## src/hw/rtl/wvpm_pkg.sv

```systemverilog
package wvpm_pkg;

    localparam int NUM_AXES   = 3;
    localparam int AVG_W      = 10;
    localparam int PEAK_W     = 8;
    localparam int NORM_W     = 10;
    localparam int DEV_W      = 8;
    localparam int ENA_W      = 11;
    localparam int CFG_IDX_W  = 3;
    localparam int CFG_DATA_W = 30;
    localparam int NUM_MON    = 5;
    localparam int ACTIVE_BIT = 10;
    localparam int QUEUE_DEPTH = 4;

    localparam logic [6:0]       PCT_SCALE = 7'd100;
    localparam logic [DEV_W-1:0] PCT_MAX   = 8'd255;

    // monitor slots in the fired vector
    localparam int MON_DELTA  = 0;
    localparam int MON_PEAK_A = 1;
    localparam int MON_POS    = 4;

    typedef enum logic [CFG_IDX_W-1:0] {
        CFG_VIB_DELTA_LIMIT  = 3'd0,
        CFG_PEAK_LIMIT_A     = 3'd1,
        CFG_PEAK_LIMIT_B     = 3'd2,
        CFG_PEAK_LIMIT_C     = 3'd3,
        CFG_ACTION_ENABLES   = 3'd4,
        CFG_AXIS_NORMALS     = 3'd5,
        CFG_DEVIATION_LIMITS = 3'd6
    } t_cfg_index;

    typedef struct packed {
        logic [AVG_W-1:0]                   vib_delta_limit;
        logic [NUM_AXES-1:0][PEAK_W-1:0]    peak_limit;
        logic [ENA_W-1:0]                   action_enables;
        logic [NUM_AXES-1:0][NORM_W-1:0]    axis_normals;
        logic [NUM_AXES-1:0][DEV_W-1:0]     deviation_limits;
    } t_cfg;

    localparam t_cfg CFG_RESET = '{
        vib_delta_limit:  10'h3FF,
        peak_limit:       {NUM_AXES{8'hFF}},
        action_enables:   '0,
        axis_normals:     '0,
        deviation_limits: '0
    };

endpackage

```

## src/hw/rtl/wvpm_front.sv

```systemverilog
module wvpm_front #(
    parameter int WINDOW_SAMPLES = 16,
    parameter int ADC_BITS       = 10
) (
    input  logic                i_clk,
    input  logic                i_rst_n,
    input  logic                i_in_valid,
    output logic                o_in_ready,
    input  logic [ADC_BITS-1:0] i_x_sample,
    input  logic [ADC_BITS-1:0] i_y_sample,
    input  logic [ADC_BITS-1:0] i_z_sample,
    input  logic [ADC_BITS-1:0] i_vib_a_sample,
    input  logic [ADC_BITS-1:0] i_vib_b_sample,
    input  logic [ADC_BITS-1:0] i_vib_c_sample,
    input  logic                i_full,
    output logic                o_push,
    output logic [wvpm_pkg::NUM_AXES*(ADC_BITS+$clog2(WINDOW_SAMPLES)+wvpm_pkg::PEAK_W)-1:0]
                                o_rec
);
    import wvpm_pkg::*;

    localparam int CNT_W = $clog2(WINDOW_SAMPLES);
    localparam int SUM_W = ADC_BITS + CNT_W;
    localparam logic [CNT_W-1:0] LAST_COUNT = CNT_W'(WINDOW_SAMPLES - 1);

    logic [CNT_W-1:0]                     r_count;
    logic [NUM_AXES-1:0][SUM_W-1:0]       r_sum, n_sum;
    logic [NUM_AXES-1:0][ADC_BITS-1:0]    r_peak, n_peak;
    logic [NUM_AXES-1:0][ADC_BITS-1:0]    axis_in, vib_in;
    logic                                 last, accept;

    assign axis_in = {i_z_sample, i_y_sample, i_x_sample};
    assign vib_in  = {i_vib_c_sample, i_vib_b_sample, i_vib_a_sample};

    assign last       = (r_count == LAST_COUNT);
    // only the closing beat of a window needs room in the queue
    assign o_in_ready = !i_full || !last;
    assign accept     = i_in_valid && o_in_ready;
    assign o_push     = accept && last;

    always_comb begin
        o_rec = '0;
        for (int i = 0; i < NUM_AXES; i++) begin
            n_sum[i]  = r_sum[i] + SUM_W'(axis_in[i]);
            n_peak[i] = (vib_in[i] > r_peak[i]) ? vib_in[i] : r_peak[i];
            o_rec[i*SUM_W +: SUM_W] = n_sum[i];
            o_rec[NUM_AXES*SUM_W + i*PEAK_W +: PEAK_W] = n_peak[i][ADC_BITS-1 -: PEAK_W];
        end
    end

    always_ff @(posedge i_clk) begin
        if (!i_rst_n) begin
            r_count <= '0;
            r_sum   <= '0;
            r_peak  <= '0;
        end else if (accept) begin
            if (last) begin
                r_count <= '0;
                r_sum   <= '0;
                r_peak  <= '0;
            end else begin
                r_count <= r_count + 1'b1;
                r_sum   <= n_sum;
                r_peak  <= n_peak;
            end
        end
    end

endmodule

```

## src/hw/rtl/wvpm_queue.sv

```systemverilog
module wvpm_queue #(
    parameter int DATA_W = 8,
    parameter int DEPTH  = 4
) (
    input  logic              i_clk,
    input  logic              i_rst_n,
    input  logic              i_push,
    input  logic [DATA_W-1:0] i_data,
    output logic              o_full,
    input  logic              i_pop,
    output logic              o_empty,
    output logic [DATA_W-1:0] o_data
);
    localparam int PTR_W = (DEPTH > 1) ? $clog2(DEPTH) : 1;
    localparam int CNT_W = $clog2(DEPTH + 1);
    localparam logic [PTR_W-1:0] LAST_PTR = PTR_W'(DEPTH - 1);
    localparam logic [CNT_W-1:0] FULL_CNT = CNT_W'(DEPTH);

    logic [DATA_W-1:0] r_mem [DEPTH];
    logic [PTR_W-1:0]  r_wr_ptr, r_rd_ptr;
    logic [CNT_W-1:0]  r_count;
    logic              do_push, do_pop;

    assign o_full  = (r_count == FULL_CNT);
    assign o_empty = (r_count == '0);
    assign do_push = i_push && !o_full;
    assign do_pop  = i_pop && !o_empty;
    assign o_data  = r_mem[r_rd_ptr];

    always_ff @(posedge i_clk) begin
        if (do_push) begin
            r_mem[r_wr_ptr] <= i_data;
        end
    end

    always_ff @(posedge i_clk) begin
        if (!i_rst_n) begin
            r_wr_ptr <= '0;
            r_rd_ptr <= '0;
            r_count  <= '0;
        end else begin
            if (do_push) begin
                r_wr_ptr <= (r_wr_ptr == LAST_PTR) ? '0 : r_wr_ptr + 1'b1;
            end
            if (do_pop) begin
                r_rd_ptr <= (r_rd_ptr == LAST_PTR) ? '0 : r_rd_ptr + 1'b1;
            end
            case ({do_push, do_pop})
                2'b10:   r_count <= r_count + 1'b1;
                2'b01:   r_count <= r_count - 1'b1;
                default: r_count <= r_count;
            endcase
        end
    end

endmodule

```

## src/hw/rtl/wvpm_back.sv

```systemverilog
module wvpm_back #(
    parameter int WINDOW_SAMPLES = 16,
    parameter int ADC_BITS       = 10
) (
    input  logic                  i_clk,
    input  logic                  i_rst_n,
    input  wvpm_pkg::t_cfg        i_cfg,
    input  logic                  i_empty,
    input  logic [wvpm_pkg::NUM_AXES*(ADC_BITS+$clog2(WINDOW_SAMPLES)+wvpm_pkg::PEAK_W)-1:0]
                                  i_rec,
    output logic                  o_pop,
    output logic                  o_out_valid,
    input  logic                  i_out_ready,
    output logic [wvpm_pkg::AVG_W-1:0]  o_x_average,
    output logic [wvpm_pkg::AVG_W-1:0]  o_y_average,
    output logic [wvpm_pkg::AVG_W-1:0]  o_z_average,
    output logic [wvpm_pkg::AVG_W-1:0]  o_axis_change,
    output logic [wvpm_pkg::PEAK_W-1:0] o_peak_a,
    output logic [wvpm_pkg::PEAK_W-1:0] o_peak_b,
    output logic [wvpm_pkg::PEAK_W-1:0] o_peak_c,
    output logic                  o_beep_request,
    output logic                  o_shutdown_request,
    output logic                  o_position_alarm
);
    import wvpm_pkg::*;

    localparam int CNT_W  = $clog2(WINDOW_SAMPLES);
    localparam int SUM_W  = ADC_BITS + CNT_W;
    localparam int SHIFT  = SUM_W + CNT_W;
    localparam int PROD_W = 2 * SUM_W + 1;
    localparam int DW     = (ADC_BITS > AVG_W) ? ADC_BITS : AVG_W;
    localparam int PW     = DW + DEV_W + 1;
    // rounded-up reciprocal: exact quotient for every SUM_W-bit sum
    localparam longint unsigned RECIP_L =
        ((64'd1 << SHIFT) + 64'(WINDOW_SAMPLES) - 64'd1) / 64'(WINDOW_SAMPLES);
    localparam logic [SUM_W:0] RECIP = (SUM_W + 1)'(RECIP_L);

    logic en;

    logic [NUM_AXES-1:0][SUM_W-1:0]  rec_sum;
    logic [NUM_AXES-1:0][PEAK_W-1:0] rec_peak;

    // stage 1: reciprocal products
    logic                            r_s1_valid;
    logic [NUM_AXES-1:0][PROD_W-1:0] r_s1_prod, n_s1_prod;
    logic [NUM_AXES-1:0][PEAK_W-1:0] r_s1_peak;

    // stage 2: means and distances
    logic                              r_s2_valid, r_s2_first;
    logic [NUM_AXES-1:0][ADC_BITS-1:0] r_s2_mean, n_mean;
    logic [NUM_AXES-1:0][DW-1:0]       r_s2_diff, n_diff, r_s2_dev, n_dev;
    logic [NUM_AXES-1:0][PEAK_W-1:0]   r_s2_peak;
    logic [NUM_AXES-1:0][AVG_W-1:0]    r_prev;
    logic                              r_prev_valid;

    // stage 3: change, threshold products
    logic                              r_s3_valid, r_s3_delta_fire, n_delta_fire;
    logic [NUM_AXES-1:0][ADC_BITS-1:0] r_s3_mean;
    logic [AVG_W-1:0]                  r_s3_change, n_s3_change, change_m;
    logic [AVG_W-1:0]                  r_held;
    logic [DW-1:0]                     max01, max012;
    logic [NUM_AXES-1:0][PW-1:0]       r_s3_num, n_num, r_s3_den, n_den;
    logic [NUM_AXES-1:0]               r_s3_mean_zero, n_mean_zero;
    logic [NUM_AXES-1:0]               r_s3_dev_nz, n_dev_nz;
    logic [NUM_AXES-1:0]               r_s3_lim_max, n_lim_max;
    logic [NUM_AXES-1:0]               r_s3_peak_fire, n_peak_fire;
    logic [NUM_AXES-1:0][PEAK_W-1:0]   r_s3_peak;

    // output register
    logic                              r_out_valid;
    logic [NUM_AXES-1:0][AVG_W-1:0]    r_out_avg;
    logic [AVG_W-1:0]                  r_out_change;
    logic [NUM_AXES-1:0][PEAK_W-1:0]   r_out_peak;
    logic                              r_out_beep, r_out_shut, r_out_pos;
    logic [NUM_AXES-1:0]               axis_fire;
    logic                              pos_alarm, n_beep, n_shut;
    logic [NUM_MON-1:0]                fired;

    assign en    = !r_out_valid || i_out_ready;
    assign o_pop = en && !i_empty;

    always_comb begin
        for (int i = 0; i < NUM_AXES; i++) begin
            rec_sum[i]   = i_rec[i*SUM_W +: SUM_W];
            rec_peak[i]  = i_rec[NUM_AXES*SUM_W + i*PEAK_W +: PEAK_W];
            n_s1_prod[i] = PROD_W'(rec_sum[i]) * PROD_W'(RECIP);
        end
    end

    always_comb begin
        for (int i = 0; i < NUM_AXES; i++) begin
            n_mean[i] = r_s1_prod[i][SHIFT +: ADC_BITS];
            n_diff[i] = (DW'(n_mean[i]) > DW'(r_prev[i])) ?
                        DW'(n_mean[i]) - DW'(r_prev[i]) : DW'(r_prev[i]) - DW'(n_mean[i]);
            n_dev[i]  = (DW'(n_mean[i]) > DW'(i_cfg.axis_normals[i])) ?
                        DW'(n_mean[i]) - DW'(i_cfg.axis_normals[i]) :
                        DW'(i_cfg.axis_normals[i]) - DW'(n_mean[i]);
        end
    end

    always_comb begin
        max01    = (r_s2_diff[1] > r_s2_diff[0]) ? r_s2_diff[1] : r_s2_diff[0];
        max012   = (r_s2_diff[2] > max01) ? r_s2_diff[2] : max01;
        change_m = AVG_W'(max012);
        // first window repeats the held value and never trips the delta monitor
        n_s3_change  = r_s2_first ? r_held : change_m;
        n_delta_fire = !r_s2_first && (change_m > i_cfg.vib_delta_limit);
        for (int i = 0; i < NUM_AXES; i++) begin
            // pct > lim  <=>  d*100 >= (lim+1)*mean, unless lim is at saturation
            n_num[i]       = PW'(r_s2_dev[i]) * PW'(PCT_SCALE);
            n_den[i]       = PW'({1'b0, i_cfg.deviation_limits[i]} + 9'd1) * PW'(r_s2_mean[i]);
            n_mean_zero[i] = (r_s2_mean[i] == '0);
            n_dev_nz[i]    = (r_s2_dev[i] != '0);
            n_lim_max[i]   = (i_cfg.deviation_limits[i] == PCT_MAX);
            n_peak_fire[i] = (r_s2_peak[i] > i_cfg.peak_limit[i]);
        end
    end

    always_comb begin
        for (int i = 0; i < NUM_AXES; i++) begin
            axis_fire[i] = r_s3_mean_zero[i] ? r_s3_dev_nz[i] :
                           (!r_s3_lim_max[i] && (r_s3_num[i] >= r_s3_den[i]));
        end
        pos_alarm = i_cfg.action_enables[ACTIVE_BIT] && (i_cfg.deviation_limits != '0)
                    && (|axis_fire);
        fired[MON_DELTA]                   = r_s3_delta_fire;
        fired[MON_PEAK_A +: NUM_AXES]      = r_s3_peak_fire;
        fired[MON_POS]                     = pos_alarm;
        n_beep = 1'b0;
        n_shut = 1'b0;
        for (int m = 0; m < NUM_MON; m++) begin
            n_beep = n_beep | (fired[m] & i_cfg.action_enables[2*m]);
            n_shut = n_shut | (fired[m] & i_cfg.action_enables[2*m+1]);
        end
    end

    always_ff @(posedge i_clk) begin
        if (!i_rst_n) begin
            r_s1_valid   <= 1'b0;
            r_s2_valid   <= 1'b0;
            r_s3_valid   <= 1'b0;
            r_out_valid  <= 1'b0;
            r_prev       <= '0;
            r_prev_valid <= 1'b0;
            r_held       <= '0;
        end else if (en) begin
            r_s1_valid  <= !i_empty;
            r_s2_valid  <= r_s1_valid;
            r_s3_valid  <= r_s2_valid;
            r_out_valid <= r_s3_valid;
            if (r_s1_valid) begin
                for (int i = 0; i < NUM_AXES; i++) begin
                    r_prev[i] <= AVG_W'(n_mean[i]);
                end
                r_prev_valid <= 1'b1;
            end
            if (r_s2_valid) begin
                r_held <= n_s3_change;
            end
        end
    end

    always_ff @(posedge i_clk) begin
        if (en) begin
            r_s1_prod       <= n_s1_prod;
            r_s1_peak       <= rec_peak;
            r_s2_mean       <= n_mean;
            r_s2_diff       <= n_diff;
            r_s2_dev        <= n_dev;
            r_s2_peak       <= r_s1_peak;
            r_s2_first      <= !r_prev_valid;
            r_s3_mean       <= r_s2_mean;
            r_s3_change     <= n_s3_change;
            r_s3_delta_fire <= n_delta_fire;
            r_s3_num        <= n_num;
            r_s3_den        <= n_den;
            r_s3_mean_zero  <= n_mean_zero;
            r_s3_dev_nz     <= n_dev_nz;
            r_s3_lim_max    <= n_lim_max;
            r_s3_peak_fire  <= n_peak_fire;
            r_s3_peak       <= r_s2_peak;
            for (int i = 0; i < NUM_AXES; i++) begin
                r_out_avg[i] <= AVG_W'(r_s3_mean[i]);
            end
            r_out_change <= r_s3_change;
            r_out_peak   <= r_s3_peak;
            r_out_beep   <= n_beep;
            r_out_shut   <= n_shut;
            r_out_pos    <= pos_alarm;
        end
    end

    assign o_out_valid        = r_out_valid;
    assign o_x_average        = r_out_avg[0];
    assign o_y_average        = r_out_avg[1];
    assign o_z_average        = r_out_avg[2];
    assign o_axis_change      = r_out_change;
    assign o_peak_a           = r_out_peak[0];
    assign o_peak_b           = r_out_peak[1];
    assign o_peak_c           = r_out_peak[2];
    assign o_beep_request     = r_out_beep;
    assign o_shutdown_request = r_out_shut;
    assign o_position_alarm   = r_out_pos;

endmodule

```

## src/hw/rtl/window_vibration_position_monitor.sv

```systemverilog
// a window result passes the queue, then stage 1, stage 2, stage 3 and the output register
// throughput: one sample beat per cycle while the queue can take a closing beat, one result per WINDOW_SAMPLES beats
// the front accumulates each accepted beat; the back is a 4-stage pipeline fed by a 4-deep queue
// reset: synchronous, active low; clears sums, peaks, history and restores register defaults
module window_vibration_position_monitor #(
    parameter int WINDOW_SAMPLES = 16,
    parameter int ADC_BITS       = 10
) (
    input  logic                               i_clk,
    input  logic                               i_rst_n,
    input  logic                               i_cfg_we,
    input  logic [wvpm_pkg::CFG_IDX_W-1:0]     i_cfg_index,
    input  logic [wvpm_pkg::CFG_DATA_W-1:0]    i_cfg_data,
    input  logic                               i_in_valid,
    output logic                               o_in_ready,
    input  logic [ADC_BITS-1:0]                i_x_sample,
    input  logic [ADC_BITS-1:0]                i_y_sample,
    input  logic [ADC_BITS-1:0]                i_z_sample,
    input  logic [ADC_BITS-1:0]                i_vib_a_sample,
    input  logic [ADC_BITS-1:0]                i_vib_b_sample,
    input  logic [ADC_BITS-1:0]                i_vib_c_sample,
    output logic                               o_out_valid,
    input  logic                               i_out_ready,
    output logic [wvpm_pkg::AVG_W-1:0]         o_x_average,
    output logic [wvpm_pkg::AVG_W-1:0]         o_y_average,
    output logic [wvpm_pkg::AVG_W-1:0]         o_z_average,
    output logic [wvpm_pkg::AVG_W-1:0]         o_axis_change,
    output logic [wvpm_pkg::PEAK_W-1:0]        o_peak_a,
    output logic [wvpm_pkg::PEAK_W-1:0]        o_peak_b,
    output logic [wvpm_pkg::PEAK_W-1:0]        o_peak_c,
    output logic                               o_beep_request,
    output logic                               o_shutdown_request,
    output logic                               o_position_alarm
);
    import wvpm_pkg::*;

    localparam int REC_W = NUM_AXES * (ADC_BITS + $clog2(WINDOW_SAMPLES) + PEAK_W);

    t_cfg             r_cfg;
    logic             q_push, q_full, q_pop, q_empty;
    logic [REC_W-1:0] q_wdata, q_rdata;

    always_ff @(posedge i_clk) begin
        if (!i_rst_n) begin
            r_cfg <= CFG_RESET;
        end else if (i_cfg_we) begin
            case (t_cfg_index'(i_cfg_index))
                CFG_VIB_DELTA_LIMIT:  r_cfg.vib_delta_limit  <= i_cfg_data[AVG_W-1:0];
                CFG_PEAK_LIMIT_A:     r_cfg.peak_limit[0]    <= i_cfg_data[PEAK_W-1:0];
                CFG_PEAK_LIMIT_B:     r_cfg.peak_limit[1]    <= i_cfg_data[PEAK_W-1:0];
                CFG_PEAK_LIMIT_C:     r_cfg.peak_limit[2]    <= i_cfg_data[PEAK_W-1:0];
                CFG_ACTION_ENABLES:   r_cfg.action_enables   <= i_cfg_data[ENA_W-1:0];
                CFG_AXIS_NORMALS:     r_cfg.axis_normals     <= i_cfg_data[NUM_AXES*NORM_W-1:0];
                CFG_DEVIATION_LIMITS: r_cfg.deviation_limits <= i_cfg_data[NUM_AXES*DEV_W-1:0];
                default: ;
            endcase
        end
    end

    wvpm_front #(
        .WINDOW_SAMPLES (WINDOW_SAMPLES),
        .ADC_BITS       (ADC_BITS)
    ) u_front (
        .i_clk          (i_clk),
        .i_rst_n        (i_rst_n),
        .i_in_valid     (i_in_valid),
        .o_in_ready     (o_in_ready),
        .i_x_sample     (i_x_sample),
        .i_y_sample     (i_y_sample),
        .i_z_sample     (i_z_sample),
        .i_vib_a_sample (i_vib_a_sample),
        .i_vib_b_sample (i_vib_b_sample),
        .i_vib_c_sample (i_vib_c_sample),
        .i_full         (q_full),
        .o_push         (q_push),
        .o_rec          (q_wdata)
    );

    wvpm_queue #(
        .DATA_W (REC_W),
        .DEPTH  (QUEUE_DEPTH)
    ) u_queue (
        .i_clk   (i_clk),
        .i_rst_n (i_rst_n),
        .i_push  (q_push),
        .i_data  (q_wdata),
        .o_full  (q_full),
        .i_pop   (q_pop),
        .o_empty (q_empty),
        .o_data  (q_rdata)
    );

    wvpm_back #(
        .WINDOW_SAMPLES (WINDOW_SAMPLES),
        .ADC_BITS       (ADC_BITS)
    ) u_back (
        .i_clk              (i_clk),
        .i_rst_n            (i_rst_n),
        .i_cfg              (r_cfg),
        .i_empty            (q_empty),
        .i_rec              (q_rdata),
        .o_pop              (q_pop),
        .o_out_valid        (o_out_valid),
        .i_out_ready        (i_out_ready),
        .o_x_average        (o_x_average),
        .o_y_average        (o_y_average),
        .o_z_average        (o_z_average),
        .o_axis_change      (o_axis_change),
        .o_peak_a           (o_peak_a),
        .o_peak_b           (o_peak_b),
        .o_peak_c           (o_peak_c),
        .o_beep_request     (o_beep_request),
        .o_shutdown_request (o_shutdown_request),
        .o_position_alarm   (o_position_alarm)
    );

endmodule

```

## config.mk

```make
export PLATFORM = sky130hd
export DESIGN_NAME = window_vibration_position_monitor
export DESIGN_NICKNAME = d
export VERILOG_FILES = /design/src/hw/rtl/wvpm_pkg.sv /design/src/hw/rtl/wvpm_front.sv /design/src/hw/rtl/wvpm_queue.sv /design/src/hw/rtl/wvpm_back.sv /design/src/hw/rtl/window_vibration_position_monitor.sv
export SDC_FILE = /design/constraint.sdc
export NUM_CORES = 2
export LEC_CHECK = 0
export BUFFER_PORTS_ARGS = -buffer_cell sky130_fd_sc_hd__buf_2
export CELL_PAD_IN_SITES_DETAIL_PLACEMENT = 1
export CELL_PAD_IN_SITES_GLOBAL_PLACEMENT = 2
export CORE_AREA = 2 2 357 359
export DETAILED_ROUTE_END_ITERATION = 10
export DIE_AREA = 0 0 359 361
export GPL_ROUTABILITY_DRIVEN = 0
export PLACE_DENSITY = 0.76
export SYNTH_ARGS = -nofsm -noshare
export SYNTH_HDL_FRONTEND = slang
export SYNTH_SLANG_ARGS = --single-unit
```

## constraint.sdc

```tcl
create_clock -name i_clk -period 34.5 [get_ports i_clk]
set_input_delay 8.625 -clock i_clk [delete_from_list [all_inputs] [get_ports i_clk]]
set_output_delay 8.625 -clock i_clk [all_outputs]
set_load 0.005 [all_outputs]
```

==> results.md <==
* WHS at 0.414 ns
* Critical path class: in -> reg
* CTS root buffer: clkbuf_16
* Largest area contributor in the netlist: edfxtp_1
* Drt initial violations at 1714
* First-pass GRT wire length at 194 mm
* Worst skew pair latency at 0.71 ns
* DRC at 0
* Ranking of synthesized cells by area: edfxtp_1 38%, ha_1 13%, dfxtp_1 9.1%
* Unrepaired setup endpoints after global routing: no
* Fmax at 91.7 MHz
* Most used DFF post-synth: edfxtp_1
* Worst VDD drop at 0.0000474 V
* Total congestion overflow at 0
* Die X at 359 um
* Final TNS setup at 0 ns
* Number of max-cap violations at 0
* Area grow syn2layout at 12.0%
* FFs w/ async S/R, synth at 0%
* Leakage at 24.1 nW
* Initial antenna violation count at 14
* Setup repair bufs after CTS at 0
* Detailed Place HPWL at 90.2 mm
* Max-slew violations at 0
* Port Buffer Count at 166
* Crit end category: flip-flop
* Status: completed
* Final cell count without fillers at 6235
* Warnings, synthesis at 0
* 1st-pass router iterations at 5
* Worst-margin pin slew at 1.27 ns
* Vias in the first global route at 34000
* Routed len/inst at 19.8 um
* Post-synthesis sequential element count at 858
* PostCTS Resize Cnt at 0
* Worst EP required at 34.80 ns
* Clock buffer depth at 3
* Max-slew headroom at 15.1%
* Share of the synthesized area in the top cell type at 37.9%
* Worst Skew at 0.0441 ns
* Post-synth EDFFs at 631
* Power, Total at 4.47 mW
* Power per cell area at 79.8 mW/mm^2
* Die Area at 0.130 sq mm
* # fillers at 13300
* Die Height at 361 um
* Post-Synthesis Cells at 4329
* Final Util at 44.7%
* CTS tree: done
* Total Wirelength at 123 mm
* FP Rows at 130
* Vias per std cell at 5.11
* Register area at 0.0235 sq mm
* Yosys cell types at 82
* Overall Global Routing Usage at 19.0%
* Count leader, synth: edfxtp_1
* Hold Crit Class: reg -> reg
* # IOs at 167
* Multi-input gate area at 0.0238 sq mm
* Syn avg cell area at 11.6 sq um
* Largest net degree at the start of global routing at 161
* Core box area at 0.125 sq mm
* Via count at 31800
* Setup violators final at 0
* Final Cycle Share at 31.6%
* Clock-pin slew on the worst setup and hold paths at 0.06 ns
* Layout cells sized above 1 at 10.3%
* CTS buffer count at 96
* Mapped cell area at 0.0500 sq mm
* Hold Buf Count CTS at 0
* Seq/Total Area, Yosys at 47.0%
* Final antenna-violating net count at 0
* Crit Path Max Fanout at 160
* Post-synth top cells: 631 x edfxtp_1, 592 x inv_1, 523 x ha_1
* Sink Count at 858
* Initial core utilization at 39.9%
* NumNets Final at 5318
* Final hold viol count at 0
* Critical Path AT at 11.20 ns
* Final Critical Period at 10.91 ns
* Critical Path Start Type: primary input
* CTS H-tree lvls at 3
* Cell Count Post-Placement at 6047
* Syn Nets at 5152
-- flip-flops by register name, summed over array words and instances, names as in the netlist, 8 cells and up --
signal	flops
u_back.r_s3_mean	30
u_back.n_mean	30
u_back.r_s1_peak	24
u_back.o_x_average	10
u_back.r_held	10
u_back.r_s2_diff	30
u_back.r_s3_num	45
u_queue.r_mem	216
u_back.r_prev	30
u_back.r_s2_dev	30
u_front.r_peak	30
u_back.o_y_average	10
u_back.r_s3_den	57
u_back.o_peak_c	8
u_back.o_z_average	10
u_back.o_axis_change	10
u_back.r_s2_peak	24
r_cfg	99
u_back.o_peak_b	8
u_back.o_peak_a	8
u_back.r_s2_mean	30
u_front.r_sum	42
u_back.r_s3_peak	24
u_back.r_s3_change	10
-- where the power goes --
part | total, mW | switching, mW | internal, mW
Sequential | 1.66 | 0.202 | 1.46
Clock | 1.07 | 0.445 | 0.630
Combinational | 1.74 | 0.966 | 0.773
Total | 4.47 | 1.61 | 2.86
-- cell families after synthesis --
family                   count (synthesis)  share of synthesized area (%)
adder cells (fa/ha/maj)                725                           21.2
flip-flops                             858                           47.0
XOR/XNOR                               166                           2.91
buffers and inverters                  726                           5.51
AND/OR/NAND/NOR                        985                           9.31
AO/OA/AOI/OAI                          729                           9.91
multiplexers                           140                           4.24
-- cells in the final DEF (no fill, tap or decap), types with 61 or more instances in the layout --
cell / count
edfxtp_1: 631
inv_1: 591
ha_1: 523
nand2_1: 507
dfxtp_1: 225
fa_1: 202
buf_2: 165
a21oi_1: 154
o21ai_0: 120
and2_1: 108
a21boi_0: 107
xnor2_1: 105
clkbuf_16: 97
nor2b_1: 88
a21o_1: 84
nor2_1: 67
xor2_1: 61
-- metrics by stage --
step                cell area [sq um]  worst slack, ns
CTS                             56000            23.54
global route                    56000            23.35
detailed placement              52700            22.80
floorplan                       50000            15.91
global placement                52700            22.88
finish                          56100            23.59
-- layer usage --
metal | routed length [um] | vias up | GRT usage (%)
li1 | - | 15300 | -
met1 | 56700 | 15900 | 25.0
met2 | 58400 | 401 | 32.2
met3 | 4870 | 175 | 3.38
met4 | 3160 | 18 | 5.49
met5 | 123 | - | 0
-- worst paths after layout --
path,start,endpoint,slack (ns),cells past startpoint
min,u_back.r_s3_peak[9]$_DFFE_PN_,u_back.o_peak_b[1]$_DFFE_PN_,0.41,0
min reg2reg,u_back.r_s3_peak[9]$_DFFE_PN_,u_back.o_peak_b[1]$_DFFE_PN_,0.41,0
max reg2reg,r_cfg[16]$_SDFFE_PN0P_,u_back.r_s3_den[56]$_DFFE_PN_,28.48,19
max,i_out_ready,u_back.r_s3_den[42]$_DFFE_PN_,23.59,6
-- worst max-delay path, stage by stage --
cell and delay [ns]:
buf_2 0.08, nor2b_1 0.04, buf_4 0.18, inv_8 0.62, buf_12 0.53, buf_4 0.77
-- area by class of cell --
| class | count | share of cell area (%) |
|---|---|---|
| clock buffers | 121 | 4.56 |
| repair buffers | 199 | 1.96 |
| inverters | 595 | 4.00 |
| clock inverters | 61 | 1.38 |
| diodes | 6 | 0.0268 |
| flip-flops and latches | 858 | 41.9 |
| well taps | 1650 | 3.68 |
| multi-input cells | 2745 | 42.5 |
Power figures use the tool's default switching activity.
